--- config.mk ---
export PLATFORM = sky130hd
export DESIGN_NAME = crit_ctrl
export DESIGN_NICKNAME = d
export VERILOG_FILES = /design/src/sv/assert_macros.svh /design/src/sv/crit_pkg.sv /design/src/sv/crit_ctrl.sv
export SDC_FILE = /design/constraint.sdc
export NUM_CORES = 1
export LEC_CHECK = 0
export BUFFER_PORTS_ARGS = -buffer_cell sky130_fd_sc_hd__buf_2
export CAP_MARGIN = 20
export CORE_AREA = 2 2 39 41
export CTS_BUF_LIST = sky130_fd_sc_hd__clkbuf_4 sky130_fd_sc_hd__clkbuf_8
export DETAILED_ROUTE_END_ITERATION = 12
export DIE_AREA = 0 0 41 43
export PLACE_DENSITY = 0.62
export SYNTH_ARGS = -nofsm -noshare
export SYNTH_HDL_FRONTEND = slang
export SYNTH_SLANG_ARGS = --single-unit
export TNS_END_PERCENT = 20
--- constraint.sdc ---
create_clock -name clk -period 2.7 [get_ports clk]
set_input_delay 0.135 -clock clk [delete_from_list [all_inputs] [get_ports clk]]
set_output_delay 0.135 -clock clk [all_outputs]
set_load 0.1 [all_outputs]
--- src/sv/assert_macros.svh ---
// Assertion macros shared by the table RTL.
// Each macro expects signals named clk and rst_n in the enclosing module.
`ifndef ASSERT_MACROS_SVH
`define ASSERT_MACROS_SVH

// The consequent must hold in the same cycle as the antecedent.
`define CRIT_ASSERT_IMPL(lbl, ante, cons) \
    lbl: assert property (@(posedge clk) disable iff (!rst_n) (ante) |-> (cons)) \
        else $error("crit: same-cycle check failed");

// The consequent must hold in the cycle after the antecedent.
`define CRIT_ASSERT_NEXT(lbl, ante, cons) \
    lbl: assert property (@(posedge clk) disable iff (!rst_n) (ante) |=> (cons)) \
        else $error("crit: next-cycle check failed");

`endif

--- src/sv/crit_pkg.sv ---
package crit_pkg;

    // Table geometry.
    localparam int TABLE_DEPTH = 64;
    localparam int IDX_W       = $clog2(TABLE_DEPTH);
    localparam int CNT_W       = $clog2(TABLE_DEPTH + 1);
    localparam int ADDR_W      = 32;
    localparam int LEN_W       = 32;
    localparam int STATUS_W    = 2;

    // Reset value of the address mask register.
    localparam logic [ADDR_W-1:0] MASK_RESET = 32'h3FFF_FFFF;

    typedef enum logic
    {
        OP_REMEMBER   = 1'b0,
        OP_INVALIDATE = 1'b1
    } opcode_t;

    typedef enum logic [STATUS_W-1:0]
    {
        STATUS_DONE    = 2'd0,
        STATUS_IGNORED = 2'd1,
        STATUS_FULL    = 2'd2
    } status_t;

    // What the datapath does with each entry read during a scan.
    typedef enum logic [1:0]
    {
        PROC_NONE   = 2'd0,
        PROC_REM    = 2'd1,
        PROC_MARK   = 2'd2,
        PROC_SEARCH = 2'd3
    } proc_t;

    // Which result is loaded into the output register.
    typedef enum logic [1:0]
    {
        RES_IGNORED  = 2'd0,
        RES_REMEMBER = 2'd1,
        RES_EMPTY    = 2'd2,
        RES_RETIRED  = 2'd3
    } res_t;

    typedef enum logic [3:0]
    {
        ST_IDLE,
        ST_ZERO,
        ST_REM_SCAN,
        ST_REM_DONE,
        ST_INV_MARK,
        ST_INV_CHECK,
        ST_INV_NONE,
        ST_INV_SEARCH,
        ST_INV_EMIT
    } state_t;

    // Commands from the controller to the datapath.
    typedef struct packed
    {
        logic  in_ready;
        logic  load;
        logic  scan_start;
        logic  hit_clear;
        proc_t proc;
        logic  out_load;
        res_t  res;
        logic  rem_commit;
        logic  retire;
    } crit_cmd_t;

    // Status from the datapath to the controller.
    typedef struct packed
    {
        logic    in_valid;
        logic    in_len_zero;
        opcode_t in_op;
        logic    scan_done;
        logic    hits_zero;
        logic    last_hit;
        logic    out_free;
    } crit_sts_t;

endpackage

--- src/sv/crit_ctrl.sv ---
module crit_ctrl (
    input  logic                clk,
    input  logic                rst_n,
    input  crit_pkg::crit_sts_t sts,
    output crit_pkg::crit_cmd_t cmd
);

    crit_pkg::state_t state_reg;
    crit_pkg::state_t state_next;

    always_ff @(posedge clk or negedge rst_n)
    begin
        if (!rst_n)
        begin
            state_reg <= crit_pkg::ST_IDLE;
        end
        else
        begin
            state_reg <= state_next;
        end
    end

    // Next state.
    always_comb
    begin
        state_next = state_reg;
        case (state_reg)
            crit_pkg::ST_IDLE:
            begin
                if (sts.in_valid)
                begin
                    if (sts.in_len_zero)
                        state_next = crit_pkg::ST_ZERO;
                    else if (sts.in_op == crit_pkg::OP_REMEMBER)
                        state_next = crit_pkg::ST_REM_SCAN;
                    else
                        state_next = crit_pkg::ST_INV_MARK;
                end
            end
            crit_pkg::ST_ZERO:
            begin
                if (sts.out_free)
                    state_next = crit_pkg::ST_IDLE;
            end
            crit_pkg::ST_REM_SCAN:
            begin
                if (sts.scan_done)
                    state_next = crit_pkg::ST_REM_DONE;
            end
            crit_pkg::ST_REM_DONE:
            begin
                if (sts.out_free)
                    state_next = crit_pkg::ST_IDLE;
            end
            crit_pkg::ST_INV_MARK:
            begin
                if (sts.scan_done)
                    state_next = crit_pkg::ST_INV_CHECK;
            end
            crit_pkg::ST_INV_CHECK:
            begin
                if (sts.hits_zero)
                    state_next = crit_pkg::ST_INV_NONE;
                else
                    state_next = crit_pkg::ST_INV_SEARCH;
            end
            crit_pkg::ST_INV_NONE:
            begin
                if (sts.out_free)
                    state_next = crit_pkg::ST_IDLE;
            end
            crit_pkg::ST_INV_SEARCH:
            begin
                if (sts.scan_done)
                    state_next = crit_pkg::ST_INV_EMIT;
            end
            crit_pkg::ST_INV_EMIT:
            begin
                if (sts.out_free)
                begin
                    if (sts.last_hit)
                        state_next = crit_pkg::ST_IDLE;
                    else
                        state_next = crit_pkg::ST_INV_SEARCH;
                end
            end
            default:
            begin
                state_next = crit_pkg::ST_IDLE;
            end
        endcase
    end

    // Commands to the datapath.
    always_comb
    begin
        cmd.in_ready   = 1'b0;
        cmd.load       = 1'b0;
        cmd.scan_start = 1'b0;
        cmd.hit_clear  = 1'b0;
        cmd.proc       = crit_pkg::PROC_NONE;
        cmd.out_load   = 1'b0;
        cmd.res        = crit_pkg::RES_IGNORED;
        cmd.rem_commit = 1'b0;
        cmd.retire     = 1'b0;
        case (state_reg)
            crit_pkg::ST_IDLE:
            begin
                cmd.in_ready = 1'b1;
                cmd.load     = sts.in_valid;
                if (sts.in_valid && !sts.in_len_zero)
                begin
                    cmd.scan_start = 1'b1;
                    cmd.hit_clear  = (sts.in_op == crit_pkg::OP_INVALIDATE);
                end
            end
            crit_pkg::ST_ZERO:
            begin
                cmd.out_load = sts.out_free;
                cmd.res      = crit_pkg::RES_IGNORED;
            end
            crit_pkg::ST_REM_SCAN:
            begin
                cmd.proc = crit_pkg::PROC_REM;
            end
            crit_pkg::ST_REM_DONE:
            begin
                cmd.out_load   = sts.out_free;
                cmd.res        = crit_pkg::RES_REMEMBER;
                cmd.rem_commit = sts.out_free;
            end
            crit_pkg::ST_INV_MARK:
            begin
                cmd.proc = crit_pkg::PROC_MARK;
            end
            crit_pkg::ST_INV_CHECK:
            begin
                cmd.scan_start = !sts.hits_zero;
            end
            crit_pkg::ST_INV_NONE:
            begin
                cmd.out_load = sts.out_free;
                cmd.res      = crit_pkg::RES_EMPTY;
            end
            crit_pkg::ST_INV_SEARCH:
            begin
                cmd.proc = crit_pkg::PROC_SEARCH;
            end
            crit_pkg::ST_INV_EMIT:
            begin
                cmd.out_load   = sts.out_free;
                cmd.res        = crit_pkg::RES_RETIRED;
                cmd.retire     = sts.out_free;
                cmd.scan_start = sts.out_free && !sts.last_hit;
            end
            default:
            begin
                cmd.in_ready = 1'b0;
            end
        endcase
    end

endmodule

==> results of run 1 <==
-- area by class of cell --
| type | count | area [um^2] |
|---|---|---|
| timing repair buffer | 20 | 105 |
| tap | 16 | 20.0 |
| inverter | 4 | 15.0 |
| sequential | 4 | 100 |
| multi-input combinational | 54 | 355 |
| fill | 142 | 766 |
| clock buffer | 3 | 22.5 |
-- cells by family after synthesis --
| kind of cell | synth area share |
|---|---|
| AO/OA/AOI/OAI | 0.256 |
| XOR/XNOR | 0.0179 |
| buffers and inverters | 0.0895 |
| flip-flops | 0.205 |
| multiplexers | 0.0895 |
| AND/OR/NAND/NOR | 0.343 |
-- metal layers --
metal	track usage	vias up	routed length, um
met5	0	-	0
met4	0.0600	0	14
li1	-	278	-
met3	0.0471	2	77
met1	0.205	242	544
met2	0.250	18	586
-- Yosys cell counts --
library cell | count | area (um^2)
buf_6 | 1 | 11.3
mux2_2 | 3 | 33.8
o22ai_1 | 2 | 12.5
o21ai_0 | 4 | 20.0
and2_0 | 1 | 6.26
nand4_1 | 1 | 6.26
a22oi_1 | 1 | 7.51
o311ai_1 | 1 | 8.76
a32oi_1 | 1 | 8.76
a32o_1 | 1 | 10.0
and3_1 | 2 | 12.5
or3b_2 | 2 | 17.5
o2bb2ai_2 | 1 | 15.0
dfrtp_1 | 4 | 100
clkbuf_1 | 2 | 7.51
a21oi_1 | 4 | 20.0
xor2_1 | 1 | 8.76
nor2_1 | 9 | 33.8
nand2b_1 | 1 | 6.26
inv_1 | 4 | 15.0
nor4bb_1 | 1 | 10.0
nor3_1 | 3 | 15.0
nor2b_1 | 4 | 25.0
and2_1 | 1 | 6.26
buf_2 | 2 | 10.0
nand2_1 | 5 | 18.8
mux2i_1 | 1 | 10.0
or4b_1 | 1 | 10.0
o21a_1 | 2 | 15.0
o21bai_1 | 1 | 7.51
-- worst min path at each step --
stage,end,from,slack (ps),depth (start not counted)
after floorplan,state_reg[0]$_DFFE_PN0P_,rst_n,-160,0
after global placement,state_reg[2]$_DFFE_PN0P_,rst_n,-60,1
after detailed placement,state_reg[3]$_DFFE_PN0P_,rst_n,-60,1
after CTS,state_reg[3]$_DFFE_PN0P_,rst_n,220,2
after global routing,state_reg[3]$_DFFE_PN0P_,sts[3],230,3
final,state_reg[3]$_DFFE_PN0P_,rst_n,230,2
-- through the flow --
stage	worst slack [ps]	hold WS, ps	utilization	TNS (ps)	std cells
after floorplan	-308	-161	-	-497	67
after global placement	830	-57.8	0.423	0	97
after detailed placement	813	-58.7	0.423	0	97
after CTS	590	223	0.447	0	101
after global routing	464	232	0.447	0	101
final	596	227	0.447	0	101
-- worst register-to-register path: cells and delay by family (launching register included) --
kind,cells,cell delay (ps)
AOI/OAI and AO/OA,2,280
muxes,1,360
DFF,1,540
and+or+nand+nor,1,600
==> results.json, run 1 <==
{
  "overflow": 0,
  "crit_family": "flip-flops",
  "die_area_um2": 1760,
  "die_h_um": 43,
  "dr.pass1.iters": 4,
  "layout_commonest_cell": "buf_2",
  "ioPinCount": 20,
  "antenna_found_initial": 0,
  "rr_endpoint": "state_reg[1]$_DFFE_PN0P_",
  "yosys.cell_types.count": 30,
  "cp-start-kind": "register",
  "routabilityCongestion": 0.788,
  "ys_seq_area_frac": 0.205,
  "postCtsSetupBuffers": 0,
  "slowest_delay_ps": 550,
  "grt_pass1_wl_um": 1970,
  "postLayoutCellArea_um2": 618,
  "die_w_um": 41,
  "largest_register_ffs": 4,
  "syn_avg_cell_area_um2": 7.30,
  "cp.arrival_ps": 1970,
  "dp_hpwl_um": 911,
  "rsz0062_at_grt": "false",
  "hold_violations": 0,
  "finalCritPeriodShare": 0.779,
  "worst-path-max-fanout": 11,
  "syn-num-nets": 76,
  "nNetsFinal": 96,
  "r2r_setup_slack_ps": 800,
  "crit_cells": 5,
  "ant_nets": 0,
  "clk_pin_slew_ps": 40,
  "cts_buffers": 3,
  "cts_buffer_depth": 2,
  "fmax_mhz": 475,
  "crit_buf_inv": 1,
  "most-common-layout-cells": "buf_2 (19), nor2_1 (9), nand2_1 (5)",
  "grt_pass1_vias": 456,
  "routedWlPerCell_um": 12.1,
  "io_buffers": 19,
  "netlist_area_um2": 489,
  "cts_max_level": 1,
  "routed_wl_um": 1220,
  "worst_setup_path_end_kind": "primary output",
  "worst_pin_slew_ps": 489,
  "cts_tree": "built",
  "status": "completed",
  "setup_viol": 0,
  "start_util": 0.354,
  "slew_viol_final": 0,
  "cp.required_ps": 2570,
  "crit_chain": "nor2b_1, nand2_1, a21oi_2, o21a_1, buf_2",
  "placeableCoreArea_um2": 1380,
  "cts-hold-fix-buffers": 1,
  "diodes": 0,
  "place_area_um2": 586,
  "worstSetupStartpoint": "state_reg[3]$_DFFE_PN0P_",
  "post_cts_resized": 0,
  "drc": 0,
  "drt_iter0_drc": 18,
  "cap_violations": 0,
  "crit_path_end": "cmd[4]",
  "slowest_stage": "dfrtp_1",
  "synth_seq_cells": 4,
  "yosys_warnings": 0,
  "relSlewSlack": 0.674,
  "fp-row-count": 14,
  "drive_gt1_frac": 0.353,
  "r2r_start": "state_reg[1]$_DFFE_PN0P_",
  "r2r_cells": 4,
  "track_usage": 0.162,
  "insertion_delay_ps": 240,
  "min_period_ps": 2100,
  "grt_start_max_net_pins": 18,
  "syn_to_final_growth_pct": 26.3,
  "vias": 540,
  "cts.sinks": 4,
  "crit_type": "reg -> out",
  "synthCells": 67,
  "hold_class": "in -> async",
  "cts_root_buffer": "clkbuf_4",
  "skew_ps": 6.57,
  "routed_via_density": 5.35
}
Power of run 1 is not shown: default switching activity piles up to over one toggle a cycle in this logic, so the estimate is an artifact.
==> run 2: changes to the inputs <==
--- a/config.mk
+++ b/config.mk
@@ -11,7 +11,7 @@
 export CTS_BUF_LIST = sky130_fd_sc_hd__clkbuf_4 sky130_fd_sc_hd__clkbuf_8
 export DETAILED_ROUTE_END_ITERATION = 12
 export DIE_AREA = 0 0 41 43
-export PLACE_DENSITY = 0.62
+export PLACE_DENSITY = 0.64
 export SYNTH_ARGS = -nofsm -noshare
 export SYNTH_HDL_FRONTEND = slang
 export SYNTH_SLANG_ARGS = --single-unit
==> constraint.sdc (replaced) <==
create_clock -name clk -period 1.7 [get_ports clk]
set_input_delay 0.085 -clock clk [delete_from_list [all_inputs] [get_ports clk]]
set_output_delay 0.085 -clock clk [all_outputs]
set_load 0.1 [all_outputs]
==> run 2 against run 1 <==
Compared with the run above: the flow now finishes with violations (setup timing); setup slack lost 600 ps; global-route usage grew 1.9 points; critical path depth is 1 lower; final cell count up 11%; non-clock buffer count grew 11; first-iteration DRC count decreased by 28%; routed wire length increased by 21%; critical path type is now reg -> reg; largest cell class unchanged.
==> results.json, run 2 (synthesis results as in run 1) <==
{
  "largest_register_ffs": 4,
  "insertion_delay_ps": 230,
  "cts_tree": "built",
  "die_area_um2": 1760,
  "syn_to_final_growth_pct": 97.7,
  "cts.sinks": 4,
  "setup-tns-final_ps": -3.12,
  "slew_viol_final": 0,
  "layout_commonest_cell": "buf_12",
  "crit_path_end": "state_reg[0]$_DFFE_PN0P_",
  "vias": 603,
  "setup_viol": 1,
  "grt_pass1_wl_um": 2170,
  "status": "finished, violations left",
  "die_h_um": 43,
  "worstSetupStartpoint": "state_reg[2]$_DFFE_PN0P_",
  "overflow": 0,
  "violations": "setup timing",
  "power_leakage_nw": 0.388,
  "clk_pin_slew_ps": 40,
  "ioPinCount": 20,
  "hold_violations": 0,
  "p_per_area_nw_per_um2": 2130,
  "die_w_um": 41,
  "rsz0062_at_grt": "true",
  "routabilityCongestion": 0.898,
  "r2r_setup_slack_ps": -3,
  "dr.pass1.iters": 4,
  "crit_type": "reg -> reg",
  "hold_slack_ps": 197,
  "fmax_mhz": 587,
  "routedWlPerCell_um": 13.2,
  "track_usage": 0.181,
  "grt_start_max_net_pins": 17,
  "cp-start-kind": "register",
  "drt_iter0_drc": 13,
  "relSlewSlack": 0.799,
  "ir_worst_vdd_mv": 1.14,
  "worst_setup_path_end_kind": "register",
  "cap_violations": 0,
  "crit_cells": 4,
  "crit_chain": "or3b_2, o311ai_1, o2bb2ai_2, mux2_2",
  "setup_slack_ps": -3.12,
  "place_area_um2": 873,
  "grt_pass1_vias": 528,
  "start_util": 0.354,
  "worst_pin_slew_ps": 297,
  "finalCritPeriodShare": 1.00,
  "r2r_start": "state_reg[2]$_DFFE_PN0P_",
  "dp_hpwl_um": 1150,
  "postLayoutCellArea_um2": 967,
  "cp.required_ps": 1810,
  "nNetsFinal": 107,
  "drc": 0,
  "min_period_ps": 1700,
  "placeableCoreArea_um2": 1380,
  "crit_family": "simple AND/OR/NAND/NOR gates",
  "fillCellCount": 115,
  "io_buffers": 19,
  "slowest_stage": "or3b_2",
  "fp-row-count": 14,
  "ant_nets": 0,
  "routed_via_density": 5.38,
  "routed_wl_um": 1480,
  "cts_max_level": 1,
  "cts_buffers": 3,
  "worst-path-max-fanout": 7,
  "cts_root_buffer": "clkbuf_4",
  "antenna_found_initial": 0,
  "drive_gt1_frac": 0.604,
  "diodes": 0,
  "slowest_delay_ps": 490,
  "cp.arrival_ps": 1810,
  "hold_class": "in -> async",
  "rr_endpoint": "state_reg[0]$_DFFE_PN0P_",
  "cts_buffer_depth": 2,
  "dpl.cell_count": 104,
  "final_cells": 112,
  "skew_ps": 1.36,
  "power_mw": 2.06,
  "r2r_cells": 4,
  "most-common-layout-cells": "buf_12 (11), buf_2 (8), buf_4 (8)",
  "crit_buf_inv": 0
}
run 2: power breakdown:
| part | leakage, nW | switching (mW) | total [mW] | internal [mW] |
|---|---|---|---|---|
| clock | 0.0138 | 0.0344 | 0.113 | 0.0787 |
| combinational | 0.325 | 1.05 | 1.76 | 0.709 |
| sequential | 0.0488 | 0.0497 | 0.184 | 0.134 |
| total | 0.388 | 1.14 | 2.06 | 0.922 |
run 2: per-stage QoR:
| stage | util | setup WS (ps) |
|---|---|---|
| 2_1_floorplan | - | -240 |
| 3_3_place_gp | 0.631 | 61.2 |
| 3_5_place_dp | 0.631 | 8.20 |
| 4_1_cts | 0.662 | -28.6 |
| 5_1_grt | 0.699 | -20.8 |
| 6_report | 0.699 | -3.12 |
run 2: repair_timing:
item | CTS | global route
hold buffers | 1 | 0
endpoints found under the setup margin | 5 | 8
setup buffers | 1 | 3
pin swaps | 1 | 1
gates cloned | 0 | 0
hold endpoints to repair | 4 | 0
gates resized for setup | 2 | 9
run 2: area by class of cell:
| class | count | area [um^2] | share of cell area |
|---|---|---|---|
| multi-input cells | 54 | 435 | 0.450 |
| inverters | 4 | 22.5 | 0.0233 |
| repair buffers | 31 | 364 | 0.376 |
| flip-flops and latches | 4 | 103 | 0.106 |
| clock buffers | 3 | 22.5 | 0.0233 |
| well taps | 16 | 20.0 | 0.0207 |
run 2: worst min-delay path by stage:
stage / end / startpoint / depth (start not counted)
CTS: state_reg[1]$_DFFE_PN0P_ / rst_n / 2
detailed placement: state_reg[1]$_DFFE_PN0P_ / rst_n / 1
global route: state_reg[1]$_DFFE_PN0P_ / rst_n / 2
global placement: state_reg[3]$_DFFE_PN0P_ / rst_n / 1
floorplan: state_reg[0]$_DFFE_PN0P_ / rst_n / 0
finish: state_reg[1]$_DFFE_PN0P_ / rst_n / 2
run 2: routing by layer:
layer | global-route usage | up-vias | routed length, um
li1 | - | 299 | -
met1 | 0.218 | 287 | 640
met2 | 0.281 | 15 | 761
met3 | 0.0366 | 2 | 65
met4 | 0.107 | 0 | 8
met5 | 0 | - | 0
Power figures use the tool's default switching activity.
